$ cat config.mk
export PLATFORM = sky130hd
export DESIGN_NAME = ptb_ctrl
export DESIGN_NICKNAME = d
export VERILOG_FILES = /design/src/design/ptb_pkg.sv /design/src/design/ptb_ctrl.sv
export SDC_FILE = /design/constraint.sdc
export NUM_CORES = 1
export LEC_CHECK = 0
export BUFFER_PORTS_ARGS = -buffer_cell sky130_fd_sc_hd__buf_2
export CAP_MARGIN = 5
export CORE_AREA = 2 2 39 41
export DETAILED_ROUTE_END_ITERATION = 10
export DIE_AREA = 0 0 41 43
export GPL_ROUTABILITY_DRIVEN = 0
export GPL_TIMING_DRIVEN = 0
export HOLD_SLACK_MARGIN = 0.1
export PLACE_DENSITY_LB_ADDON = 0.05
export SETUP_SLACK_MARGIN = 0.1
export SLEW_MARGIN = 20
export SYNTH_ARGS = -nofsm -noshare
export SYNTH_HDL_FRONTEND = slang
export SYNTH_SLANG_ARGS = --single-unit
$ cat constraint.sdc
create_clock -name clk_i -period 1.3 [get_ports clk_i]
set_clock_uncertainty 0.2 [all_clocks]
set_input_delay 0.195 -clock clk_i [delete_from_list [all_inputs] [get_ports clk_i]]
set_output_delay 0.195 -clock clk_i [all_outputs]
set_load 0.005 [all_outputs]
$ cat src/design/ptb_pkg.sv
`default_nettype none
// ----------------------------------------------------------------------------
// Prime table package
// Shared types and constants for the prime table builder and query unit.
// ----------------------------------------------------------------------------
package ptb_pkg;

  localparam int unsigned PRIME_LIMIT_W = 12;
  localparam int unsigned VALUE_W       = 32;
  localparam int unsigned COUNT_OUT_W   = 11;

  localparam logic [PRIME_LIMIT_W-1:0] PRIME_LIMIT_RESET = 12'd100;
  localparam logic [VALUE_W-1:0]       FIRST_PRIME       = 32'd2;

  typedef enum logic [0:0] {
    CMD_BUILD = 1'b0,
    CMD_QUERY = 1'b1
  } ptb_cmd_e;

  typedef logic [PRIME_LIMIT_W-1:0] prime_limit_t;

  typedef struct packed {
    ptb_cmd_e                   command;
    logic signed [VALUE_W-1:0]  query_value;
  } ptb_in_t;

  typedef struct packed {
    logic                   prime_flag;
    logic [COUNT_OUT_W-1:0] prime_count;
  } ptb_out_t;

  typedef enum logic [2:0] {
    ST_IDLE,
    ST_B_NEXT,
    ST_B_TEST,
    ST_B_DIV,
    ST_Q_CHECK,
    ST_Q_CMP,
    ST_Q_DIV,
    ST_FINISH
  } ptb_state_e;

  // Commands from the controller to the datapath.
  typedef struct packed {
    logic build_init;
    logic q_init;
    logic n_next;
    logic d_init;
    logic d_next;
    logic store_prime;
    logic div_start_n;
    logic div_start_q;
    logic rd_issue;
    logic k_next;
    logic mark_prime;
    logic out_load;
  } ptb_cmd_t;

  // Status from the datapath to the controller.
  typedef struct packed {
    logic n_over;
    logic full;
    logic sq_gt_n;
    logic div_done;
    logic rem_zero;
    logic q_trivial;
    logic k_end;
    logic p_eq;
    logic p_gt;
  } ptb_status_t;

endpackage
`default_nettype wire

$ cat src/design/ptb_ctrl.sv
`default_nettype none
// ----------------------------------------------------------------------------
// Prime table controller
// Sequences table builds, queries and the result handshake.
// ----------------------------------------------------------------------------
module ptb_ctrl (
  input  wire logic                  clk_i,
  input  wire logic                  rst_ni,
  input  wire logic                  in_valid_i,
  input  wire ptb_pkg::ptb_cmd_e     in_command_i,
  output logic                       in_ready_o,
  input  wire logic                  out_ready_i,
  output logic                       out_valid_o,
  input  wire ptb_pkg::ptb_status_t  status_i,
  output ptb_pkg::ptb_cmd_t          cmd_o
);
  import ptb_pkg::*;

  ptb_state_e state_q, state_d;
  logic       out_valid_q, out_valid_d;

  always_ff @(posedge clk_i or negedge rst_ni) begin
    if (!rst_ni) begin
      state_q     <= ST_IDLE;
      out_valid_q <= 1'b0;
    end else begin
      state_q     <= state_d;
      out_valid_q <= out_valid_d;
    end
  end

  always_comb begin
    state_d    = state_q;
    cmd_o      = '0;
    in_ready_o = 1'b0;
    unique case (state_q)
      ST_IDLE: begin
        in_ready_o = 1'b1;
        if (in_valid_i) begin
          if (in_command_i == CMD_BUILD) begin
            cmd_o.build_init = 1'b1;
            state_d          = ST_B_NEXT;
          end else begin
            cmd_o.q_init = 1'b1;
            state_d      = ST_Q_CHECK;
          end
        end
      end
      ST_B_NEXT: begin
        if (status_i.n_over || status_i.full) begin
          state_d = ST_FINISH;
        end else begin
          cmd_o.d_init = 1'b1;
          state_d      = ST_B_TEST;
        end
      end
      ST_B_TEST: begin
        if (status_i.sq_gt_n) begin
          cmd_o.store_prime = 1'b1;
          cmd_o.n_next      = 1'b1;
          state_d           = ST_B_NEXT;
        end else begin
          cmd_o.div_start_n = 1'b1;
          state_d           = ST_B_DIV;
        end
      end
      ST_B_DIV: begin
        if (status_i.div_done) begin
          if (status_i.rem_zero) begin
            cmd_o.n_next = 1'b1;
            state_d      = ST_B_NEXT;
          end else begin
            cmd_o.d_next = 1'b1;
            state_d      = ST_B_TEST;
          end
        end
      end
      ST_Q_CHECK: begin
        if (status_i.q_trivial || status_i.k_end) begin
          state_d = ST_FINISH;
        end else begin
          cmd_o.rd_issue = 1'b1;
          state_d        = ST_Q_CMP;
        end
      end
      ST_Q_CMP: begin
        // The table is ascending, so an entry above the number ends the walk.
        priority if (status_i.p_eq) begin
          cmd_o.mark_prime = 1'b1;
          state_d          = ST_FINISH;
        end else if (status_i.p_gt) begin
          state_d = ST_FINISH;
        end else begin
          cmd_o.div_start_q = 1'b1;
          state_d           = ST_Q_DIV;
        end
      end
      ST_Q_DIV: begin
        if (status_i.div_done) begin
          if (status_i.rem_zero) begin
            state_d = ST_FINISH;
          end else begin
            cmd_o.k_next = 1'b1;
            state_d      = ST_Q_CHECK;
          end
        end
      end
      ST_FINISH: begin
        if (!out_valid_q || out_ready_i) begin
          cmd_o.out_load = 1'b1;
          state_d        = ST_IDLE;
        end
      end
      default: begin
        state_d = ST_IDLE;
      end
    endcase
  end

  always_comb begin
    priority if (cmd_o.out_load) begin
      out_valid_d = 1'b1;
    end else if (out_ready_i) begin
      out_valid_d = 1'b0;
    end else begin
      out_valid_d = out_valid_q;
    end
  end

  assign out_valid_o = out_valid_q;

`ifndef ASSERT_OFF
  a_load_free: assert property (@(posedge clk_i) disable iff (!rst_ni)
    cmd_o.out_load |-> (!out_valid_q || out_ready_i))
    else $error("result register overwritten before it was taken");

  a_div_wait: assert property (@(posedge clk_i) disable iff (!rst_ni)
    (cmd_o.div_start_n || cmd_o.div_start_q) |=> !status_i.div_done)
    else $error("remainder done too early after start");

  a_single_start: assert property (@(posedge clk_i) disable iff (!rst_ni)
    !(cmd_o.build_init && cmd_o.q_init))
    else $error("build and query started together");
`endif

endmodule
`default_nettype wire

==> reports/qor.csv <==
stage;metric;value;unit
outcome;status;finished, violations left;
outcome;failing checks;negative setup slack;
yosys;Ys Warns;0;
timing;worst slew pin tran;0.284;ns
yosys;Syn Area/Cell;6.77;um^2
flow_run;Max-cap violations;0;
global_routing;All-Layer GR Usage;0.180;
layout;Area Growth Syn to Fin;124;%
layout;final cell count without fillers;122;
critical_path;Worst Setup Path Type;reg2out;
clock_tree;CTS tree;built;
clock_tree;Clock Sinks;4;
critical_path;reg2reg start;state_q[0];
yosys;dominant cells by area after synthesis;dfrtp_1 (24%), nand2b_1 (9.1%), a21oi_1 (7.3%);
timing;Slew Limit Headroom;0.811;
critical_path;Critical-path top delay cell;or3_4;
placed_design;dpl cells;104;
yosys;area share of the largest cell type after synthesis;0.242;
detailed_routing;WL final;1.51;mm
timing;Hold Slack;0.139;ns
detailed_routing;met2 wire length;772;um
yosys;Post-Synthesis Cell Area;413;um^2
global_routing;global route total overflow;0;
global_routing;first-pass GRT wire length;2.15;mm
yosys;Yosys top cell by area;dfrtp_1;
critical_path;R2R Path End;state_q[0];
global_routing;vias in the first global route;554;
yosys;Post-synth EDFFs;0;
clock_tree;Max Root-Sink Buffers;2;
critical_path;crit-path max cell delay;0.41;ns
timing;period utilisation layout;1.29;
floorplanning;Core Region;1380;um^2
critical_path;CP delay by family, top;simple AND/OR/NAND/NOR gates;
timing;Pins Over Slew Limit;0;
floorplanning;Die H;43;um
clock_tree;clock latency on the worst-skew pair;0.23;ns
yosys;list of most frequent post-synthesis cells;nor2_1 (7), a21oi_1 (6), nand2_1 (6), nand2b_1 (6);
layout;fin nets;122;
layout;proportion of layout cells with a drive suffix above 1;0.660;
floorplanning;Die Wd;41;um
floorplanning;Initial Utilization;0.298;
critical_path;Crit. End Element;primary output;
detailed_routing;wire length per cell;12.4;um
timing;Max Fclk;594;MHz
detailed_routing;top sig layer;met4;
floorplanning;Rows;14;
power;VDD IR-drop max;1440;uV
critical_path;Worst Reg-to-Reg Cells;6;
critical_path;Worst Path Arrival;1.29;ns
global_routing;initial antenna violation count;0;
yosys;most common cell in the netlist;nor2_1;
detailed_routing;# DRC;0;
critical_path;reg2reg setup slack;-0.24;ns
timing;# setup viols final;16;
critical_path;critical-path maximum fanout;5;
yosys;most common flop cell mapped by yosys;dfrtp_1;
critical_path;Crit path depth;4;
timing;RSZ-0062 raised after global routing;yes;
placed_design;Placed Area;607;um^2
power;PD cells;2150;nW/um^2
critical_path;Buffers & Inverters on Critical Path;2;
layout;Fill cells;121;
floorplanning;die area;1760;um^2
critical_path;Setup crit start;state_q[2];
detailed_routing;DR vias/cell;5.16;
detailed_routing;post-route ant nets;0;
timing;Final Critical Period;1.68;ns
clock_tree;cts bufs inserted;3;
power;leakage power;0.451;nW
critical_path;WP data required;0.90;ns
layout;Finished Cell Area;926;um^2
clock_tree;CTS root buf;clkbuf_4;
worst_hold_path;Tightest Hold Check Type;in2reg;
timing;worst setup margin;-0.383;ns
yosys;ys async rst share;1.00;
floorplanning;# IOs;28;
clock_tree;H-tree depth;1;
yosys;Yosys reg bits;4;
critical_path;CP endpoint;cmd_o[2];
clock_tree;CTS clk-pin slew, worst paths;0.04;ns
global_routing;largest net degree at the start of global routing;11;
yosys;Synth Net Count;75;
detailed_routing;DRT iter0 DRCs;9;
yosys;Seq/Total Area, Yosys;0.242;
timing;Hold Vio Cnt, Final;0;
placed_design;IO Port Bufs;27;
layout;# diodes;0;
critical_path;chain of cells forming the critical path;inv_2 > or3_4 > nor2_4 > buf_2;
detailed_routing;metal3 WL;86;um
detailed_routing;drt pass-1 iters;5;
detailed_routing;routed metal-1 wire length;638;um
placed_design;detailed placement HPWL;940;um
yosys;Syn Inst Count;61;
critical_path;CP Launch Type;flop;
yosys;Synth cell types;26;
detailed_routing;via count;629;
==> power breakdown <==
part	switching [W]	internal [W]
sequential	0.0000535	0.000189
clock	0.0000435	0.000103
combinational	0.000759	0.000842
==> cell families (layout without fill, tap and decap cells) <==
family                 count (synthesis)  after routing  synth area share
DFF                                    4              4             0.242
buffers and inverters                  7             52            0.0878
AOI/OAI and AO/OA                     16             16             0.242
and+or+nand+nor                       34             34             0.427
==> sequential cells by signal, summed over array words and instances (netlist names) <==
name,flops
out_valid_o,1
state_q,3
==> worst min-delay path by stage <==
stage                        to  cells after the start         from
floorplan           out_valid_o                      0       rst_ni
global placement    out_valid_o                      1       rst_ni
detailed placement  out_valid_o                      1       rst_ni
CTS                 out_valid_o                      3  out_ready_i
global route        out_valid_o                      3  out_ready_i
finish              out_valid_o                      3  out_ready_i
==> what timing repair did <==
action                     4_1_cts  5_1_grt
hold buffers                     3        0
setup buffers                    9        3
hold endpoints to repair         5        0
pin swaps                        9        7
resized for setup               20       17
setup endpoints to repair       17       16
cloned                           0        1
==> worst min-delay path: stages <==
cell	delay [ns]
buf_2	0.08
nand2b_1	0.18
nand2_1	0.07
==> through the flow <==
stage / setup TNS (ns) / worst slack, ns / power, W / util
2_1_floorplan: -0.126 / -0.0459 / 0.000859 / -
3_3_place_gp: -1.76 / -0.225 / 0.00110 / 0.439
3_5_place_dp: -1.70 / -0.211 / 0.00109 / 0.439
4_1_cts: -4.33 / -0.395 / 0.00165 / 0.584
5_1_grt: -5.40 / -0.436 / 0.00213 / 0.669
6_report: -4.43 / -0.383 / 0.00199 / 0.669
==> layout by cell type, fill, tap and decap left out, types with 2 or more instances in the layout <==
cell type      instances
a21oi_1                2
nand2_1                4
buf_6                  8
nor2_4                 2
dlygate4sd3_1          3
o21ai_0                2
nand3_2                2
nand2b_1               4
nor2_1                 5
a21oi_2                3
nand2b_4               2
and3_1                 3
buf_2                 27
dfrtp_1                4
inv_2                  2
nor3_4                 2
buf_4                  6
clkbuf_4               4
nor3_2                 2
o22ai_1                2
==> cell type report <==
cell class                      count  area [um^2]  share of cell area
Inverter                            2         7.51             0.00811
Clock buffer                        3         22.5              0.0243
Tap cell                           16         20.0              0.0216
Buffer                              5         52.6              0.0568
Sequential cell                     4          100               0.108
Multi-Input combinational cell     50          428               0.462
Timing Repair Buffer               42          295               0.319
==> layer usage <==
layer,vias up,track usage
met4,0,0.107
li1,316,-
met1,288,0.219
met5,-,0
met3,2,0.0419
met2,23,0.272
No activity file was read; power rests on OpenSTA's default activity.
